File: config.mk
export PLATFORM = sky130hd
export DESIGN_NAME = binary_to_packed_bcd
export DESIGN_NICKNAME = d
export VERILOG_FILES = /design/src/rtl/bpb_pkg.sv /design/src/rtl/bpb_cell.sv /design/src/rtl/bpb_out.sv /design/src/rtl/binary_to_packed_bcd.sv
export SDC_FILE = /design/constraint.sdc
export NUM_CORES = 1
export LEC_CHECK = 0
export BUFFER_PORTS_ARGS = -buffer_cell sky130_fd_sc_hd__buf_2
export CAP_MARGIN = 20
export CORE_MARGIN = 1.5
export CORE_UTILIZATION = 56
export CTS_BUF_LIST = sky130_fd_sc_hd__clkbuf_4 sky130_fd_sc_hd__clkbuf_8
export DETAILED_ROUTE_END_ITERATION = 6
export MAX_ROUTING_LAYER = met4
export PLACE_DENSITY = 0.72
export SYNTH_ARGS = -nofsm -noshare
export SYNTH_HDL_FRONTEND = slang
export SYNTH_HIERARCHICAL = 1
export SYNTH_SLANG_ARGS = --single-unit
File: constraint.sdc
create_clock -name clk -period 1.4 [get_ports clk]
set_input_delay 0.28 -clock clk [delete_from_list [all_inputs] [get_ports clk]]
set_output_delay 0.28 -clock clk [all_outputs]
set_load 0.03 [all_outputs]
File: src/rtl/bpb_pkg.sv
`timescale 1ns / 1ps

package bpb_pkg;

  localparam int VALUE_W = 32;
  localparam int CFG_W = 3;
  localparam int BCD_W = 40;
  localparam int MAX_BYTES_DEF = 5;
  localparam logic [CFG_W-1:0] DIGIT_BYTES_RST = 3'd5;

  typedef struct packed {
    logic             valid;
    logic             sticky;
    logic [CFG_W-1:0] bytes;
  } ctl_t;

endpackage

File: src/rtl/bpb_cell.sv
`timescale 1ns / 1ps

module bpb_cell #(
  parameter int NDIG = 10
) (
  input  logic                         clk,
  input  logic                         rst,
  input  bpb_pkg::ctl_t                ctl_in,
  input  logic [bpb_pkg::VALUE_W-1:0]  rest_in,
  input  logic [4*NDIG-1:0]            digits_in,
  output bpb_pkg::ctl_t                ctl_out,
  output logic [bpb_pkg::VALUE_W-1:0]  rest_out,
  output logic [4*NDIG-1:0]            digits_out
);

  logic [4*NDIG-1:0] adj;
  logic [4*NDIG:0]   shifted;

  always_comb begin
    for (int k = 0; k < NDIG; k++) begin
      if (digits_in[4*k +: 4] >= 4'd5) begin
        adj[4*k +: 4] = digits_in[4*k +: 4] + 4'd3;
      end else begin
        adj[4*k +: 4] = digits_in[4*k +: 4];
      end
    end
    shifted = {adj, rest_in[bpb_pkg::VALUE_W-1]};
  end

  always_ff @(posedge clk) begin
    if (rst) begin
      ctl_out.valid <= 1'b0;
    end else begin
      ctl_out.valid <= ctl_in.valid;
    end
    ctl_out.sticky <= ctl_in.sticky | shifted[4*NDIG];
    ctl_out.bytes  <= ctl_in.bytes;
    rest_out       <= {rest_in[bpb_pkg::VALUE_W-2:0], 1'b0};
    digits_out     <= shifted[4*NDIG-1:0];
  end

endmodule

File: src/rtl/bpb_out.sv
`timescale 1ns / 1ps

module bpb_out #(
  parameter int MAX_BYTES = bpb_pkg::MAX_BYTES_DEF
) (
  input  logic                        clk,
  input  logic                        rst,
  input  bpb_pkg::ctl_t               ctl_in,
  input  logic [8*MAX_BYTES-1:0]      digits_in,
  output logic                        done,
  output logic [bpb_pkg::BCD_W-1:0]   bcd_digits,
  output logic                        overflow
);

  localparam int NDIG = 2 * MAX_BYTES;
  localparam logic [bpb_pkg::CFG_W-1:0] MAX_B = bpb_pkg::CFG_W'(MAX_BYTES);

  logic [bpb_pkg::CFG_W-1:0] eff;
  logic [bpb_pkg::CFG_W:0]   keep;
  logic [bpb_pkg::BCD_W-1:0] bcd_next;
  logic                      overflow_next;

  always_comb begin
    eff = (ctl_in.bytes > MAX_B) ? MAX_B : ctl_in.bytes;
    keep = {eff, 1'b0};
    bcd_next = '0;
    overflow_next = ctl_in.sticky;
    for (int k = 0; k < NDIG; k++) begin
      if ((bpb_pkg::CFG_W+1)'(k) < keep) begin
        bcd_next[4*k +: 4] = digits_in[4*k +: 4];
      end else if (digits_in[4*k +: 4] != 4'd0) begin
        overflow_next = 1'b1;
      end
    end
  end

  always_ff @(posedge clk) begin
    if (rst) begin
      done <= 1'b0;
    end else begin
      done <= ctl_in.valid;
    end
  end

  always_ff @(posedge clk) begin
    bcd_digits <= bcd_next;
    overflow   <= overflow_next;
  end

endmodule

File: src/rtl/binary_to_packed_bcd.sv
`timescale 1ns / 1ps
// Channel   Handshake         Payload
// input     start / busy      value[31:0]
// result    done (strobe)     bcd_digits[39:0], overflow
// config    cfg_we            cfg_data[2:0] -> digit_bytes
//
// One word enters per cycle; busy stays low.
// A word passes through a row of 32 registered shift-and-correct cells, one per
// input bit, and then through the masking output register.
// Reset clears the pipeline valid bits and sets digit_bytes to 5.
// The receiver cannot stall: done is high for one cycle per word.

module binary_to_packed_bcd #(
  parameter int MAX_BYTES = bpb_pkg::MAX_BYTES_DEF
) (
  input  logic                        clk,
  input  logic                        rst,
  input  logic                        start,
  output logic                        busy,
  input  logic [bpb_pkg::VALUE_W-1:0] value,
  output logic                        done,
  output logic [bpb_pkg::BCD_W-1:0]   bcd_digits,
  output logic                        overflow,
  input  logic                        cfg_we,
  input  logic [bpb_pkg::CFG_W-1:0]   cfg_data
);

  localparam int NDIG = 2 * MAX_BYTES;
  localparam int NCELL = bpb_pkg::VALUE_W;

  logic [bpb_pkg::CFG_W-1:0] digit_bytes;

  bpb_pkg::ctl_t               ctl   [NCELL+1];
  logic [bpb_pkg::VALUE_W-1:0] rest  [NCELL+1];
  logic [4*NDIG-1:0]           digs  [NCELL+1];

  assign busy = 1'b0;

  always_ff @(posedge clk) begin
    if (rst) begin
      digit_bytes <= bpb_pkg::DIGIT_BYTES_RST;
    end else if (cfg_we) begin
      digit_bytes <= cfg_data;
    end
  end

  assign ctl[0].valid  = start & ~busy;
  assign ctl[0].sticky = 1'b0;
  assign ctl[0].bytes  = digit_bytes;
  assign rest[0]       = value;
  assign digs[0]       = '0;

  for (genvar i = 0; i < NCELL; i++) begin : g_cell
    bpb_cell #(
      .NDIG(NDIG)
    ) u_cell (
      .clk       (clk),
      .rst       (rst),
      .ctl_in    (ctl[i]),
      .rest_in   (rest[i]),
      .digits_in (digs[i]),
      .ctl_out   (ctl[i+1]),
      .rest_out  (rest[i+1]),
      .digits_out(digs[i+1])
    );
  end

  bpb_out #(
    .MAX_BYTES(MAX_BYTES)
  ) u_out (
    .clk       (clk),
    .rst       (rst),
    .ctl_in    (ctl[NCELL]),
    .digits_in (digs[NCELL]),
    .done      (done),
    .bcd_digits(bcd_digits),
    .overflow  (overflow)
  );

`ifndef SYNTH
  logic nib_bad;

  always_comb begin
    nib_bad = 1'b0;
    for (int k = 0; k < bpb_pkg::BCD_W / 4; k++) begin
      if (bcd_digits[4*k +: 4] > 4'd9) begin
        nib_bad = 1'b1;
      end
    end
  end

  a_latency: assert property (@(posedge clk) disable iff (rst)
    (start && !busy) |-> ##(NCELL+1) done)
    else $error("word did not complete after pipeline latency");

  a_digits: assert property (@(posedge clk) disable iff (rst)
    done |-> !nib_bad)
    else $error("result nibble out of decimal range");

  a_reset: assert property (@(posedge clk)
    rst |=> !done)
    else $error("done strobe after reset");

  a_no_spurious: assert property (@(posedge clk) disable iff (rst)
    ctl[NCELL].valid |-> $past(ctl[NCELL-1].valid))
    else $error("valid bit appeared in the cell chain");
`endif

endmodule

Yosys cells after proc, flatten, opt, wreduce, memory -nomap -nowiden --
Index checks and enable logic that the tools add are counted. Widths: inputs -> output; s select.
Cells by class: add/subtract/negate cells 265, order comparisons 276, mux-type cells 286, bitwise gates (word level) 21, reduce and logical (&&, ||, !) cells 10
Operators by type and width (number):
- $add 4x2->4 const B | 255
- $ge 4x3->1 const B | 255
- $mux 4 | 255
- $reduce_bool 4->1 | 10
- $mux 1 | 30
- $add 1x2->3 const AB | 9
- $ge 1x3->1 const AB | 9
- $or 1x1->1 | 21
- $lt 3x4->1 const A | 4
- $lt 1x4->1 const A | 2
- $lt 2x4->1 const A | 2
- $lt 4x4->1 const A | 2
- $add 1x2->3 const B | 1
- $ge 1x3->1 const B | 1
- $gt 3x3->1 const B | 1
- $mux 3 | 1
Word-level totals: register bits 1752, input port bits 39, output and inout port bits 43

Depth between registers and ports, before layout --
depth after elaboration 22, depth in mapped cells 5

Hierarchy --
The synthesis kept the hierarchy.
By module, submodules not included:
- bpb_cell | times used 32, cells an instance 238, area an instance 2553.7 µm², sequential area each 1521.5 µm²
- bpb_out | times used 1, cells an instance 106, area an instance 1256.2 µm², sequential area each 840.8 µm²
- binary_to_packed_bcd | times used 1, cells an instance 11, area an instance 115.1 µm², sequential area each 60.1 µm²

Least setup slack after synthesis --
OpenSTA, ideal clock, no wires.
path kind flip-flop to flip-flop, start point reg g_cell[9].u_cell/digits_out[37] (netlist name), end point reg g_cell[10].u_cell/ctl_out[3] in the netlist's numbering, library setup time 0.120 ns, arrival time 1.054 ns, data required time 1.280 ns, slack 0.227 ns, stages on the path, launching flop included 6, buffers on the path 0, clock period less this slack 1.173 ns, path through dfxtp_1 -> inv_1 -> ha_1 -> nand2b_1 -> nor3b_1 -> a211o_1
RTL lines:
- end: declaration | RTL line bpb_cell.sv:11 | output bpb_pkg::ctl_t ctl_out,

Worst setup path in the final report --
start point reg u_out/bcd_digits[6] in the netlist's numbering, end point out bcd_digits[6] in the netlist's numbering
RTL lines:
- start: declaration | RTL line bpb_out.sv:11 | output logic [bpb_pkg::BCD_W-1:0] bcd_digits,
- start signal: assignment | RTL line bpb_out.sv:46 | bcd_digits <= bcd_next;
- end: declaration | RTL line binary_to_packed_bcd.sv:22 | output logic [bpb_pkg::BCD_W-1:0] bcd_digits,
No word-level cell between the ends.

==> flow_summary.toml <==
[clock_tree]
cts_setup_buffers = 0
cts-root-buf = "clkbuf_8"
clkSinkCount = 1981
clockBufferDepth = 4
h-tree-depth = 5
insertion_delay_ns = 0.95
clk_pin_slew_ns = 0.06
cts_buffers = 324
cts_tree = "done"

[sta]
fin_setup_tns_ns = -10.27
setup_ws_ns = -0.265
fmax_mhz = 601
grt_setup_unrepaired = "yes"
setup_viol = 42
slew_violations = 0
hold_ws_ns = 0.175
fin_skew_ns = 0.0519
slew_headroom = 0.622
tightest_slew_ns = 0.567
final_hold_viol_count = 0
fin_crit_ns = 1.66
fin_crit_sh = 1.19

[floorplanning]
die_area_mm2 = 0.132
io_pins = 82
die_h_um = 364
die_x_um = 364
core_mm2 = 0.129
start_util = 0.563
num_rows = 132

[pwr]
clockPowerShare = 0.235
power_w = 0.210
ir_worst_vdd_uv = 1250
power_frac_seq = 0.435
p_per_area_mw_per_mm2 = 2510
leakage_nw = 38.9
switching_share = 0.337
combPwrFrac = 0.330
p_int_w = 0.139
p_switching_w = 0.0709

[worst_setup_path]
crit_start = "u_out/bcd_digits[6]"
path_buf_inv = 1
max_stage_delay_ns = 0.33
cp_max_fo = 1
rrSetupSlack_ns = 0.10
reg2reg_to = "g_cell[19].u_cell/ctl_out[3]"
end_kind = "output pin"
worstReg2RegStart = "g_cell[18].u_cell/digits_out[37]"
rr_worst_depth = 5
criticalPathCategory = "flop to output pin"
arrival_ns = 1.38
worstPathCellList = "buf_6"
cp.depth = 1
slowest_stage = "dfxtp_2"
required_ns = 1.12
critPathCapture = "bcd_digits[6]"
cp-start-kind = "flop"
crit_family = "flip-flops"

[drt]
ant_nets = 0
drc = 0
vias = 44300
wl_per_cell_um = 9.44
drtIter0Drc = 1166
dr_wl_met2_um = 48100
detail_route.vias_per_cell = 4.54
drt-met1-wl_um = 37600
drt-total-wl_um = 92100
dr_wl_met3_um = 3200
first_pass_iters = 6
highest_layer = "met4"

[synth]
ys_warn_count = 6
synth_cells = 7173
synth_area_mm2 = 0.0728
syn_avg_cell_area_um2 = 10.1

[place]
gp_congestion = 0.746
dpl.cell_count = 9140
post-dp-hpwl_um = 63600
io_buffers = 80

[final_layout]
nets = 8478
drive_above_1_share = 0.124
stdcell_count = 9754
area_growth_pct = 14.8

[global_route]
grt_pass1_vias = 43300
grt_max_degree = 37
grt_overflow = 0
grt_usage = 0.148
antenna_found_initial = 2
grt_pass1_wl_um = 167000

[outcome]
outcome = "finished with violations"
violations = "negative setup slack"

[hold_path]
worstHoldPathType = "primary input to flop"

[flow_run]
maxCapViolCount = 0
## stage by stage
stage          cell area (µm²)  worst slack [ns]   util
3_5_place_dp             75900            0.0526  0.587
3_3_place_gp             75900            0.0629  0.587
4_1_cts                  83600            -0.393  0.646
6_report                 83600            -0.265  0.646
2_1_floorplan            73300             0.227      -
5_1_grt                  83600            -0.377  0.646
## sequential cells by signal (all words and copies together), names as in the netlist
signal                    cells
u_out/overflow                1
u_out/done                    1
digit_bytes                   3
g_cell.u_cell/ctl_out       160
g_cell.u_cell/rest_out      496
u_out/bcd_digits             40
g_cell.u_cell/digits_out   1280
## layer usage
layer | vias up | GRT usage
li1 | 24100 | -
met2 | 439 | 0.280
met4 | 0 | 0.0700
met1 | 19500 | 0.139
met3 | 282 | 0.0340
met5 | - | -
## power groups by stage
stage,clock network [W],logic (W),registers (W)
floorplan,0,0.0575,0.0904
global placement,0,0.0657,0.0919
detailed placement,0,0.0692,0.0927
CTS,0.0514,0.0704,0.0918
global route,0.0540,0.0805,0.0946
finish,0.0493,0.0693,0.0915
## how the worst min path moves through the flow
stage	from	to	slack, ns	cells past startpoint
after global routing	cfg_we	digit_bytes[2]	0.13	3
after detailed placement	g_cell[5].u_cell/rest_out[8]	g_cell[6].u_cell/rest_out[9]	0.31	0
final	cfg_we	digit_bytes[0]	0.17	3
after floorplan	value[31]	g_cell[0].u_cell/digits_out[0]	0.31	0
after CTS	cfg_we	digit_bytes[0]	0.02	3
after global placement	g_cell[5].u_cell/ctl_out[0]	g_cell[6].u_cell/ctl_out[0]	0.31	0
## layout make-up
type / count / area [µm²]
diodes: 2 / 5.00
repair buffers: 161 / 1460
clock buffers: 497 / 6230
inverters: 640 / 2400
fillers: 10100 / 45700
clock inverters: 40 / 322
well taps: 1742 / 2180
flip-flops and latches: 1981 / 39700
multi-input cells: 4691 / 31300
## cells in the final DEF (no fill, tap or decap), types with 320 or more instances in the layout
master	n
dfxtp_1	1939
ha_1	640
mux2i_1	321
nand2b_1	607
o21ai_1	321
nand2_1	1251
nor2_1	321
a21oi_2	321
xnor2_1	320
inv_1	640
clkbuf_8	399
## what timing repair did
item / 4_1_cts / 5_1_grt
resized for setup: 126 / 4
pin swaps: 0 / 4
hold buffers: 76 / 1
endpoints found under the hold margin: 68 / 2
endpoints found under the setup margin: 42 / 47
(Power assumes the default switching activity.)
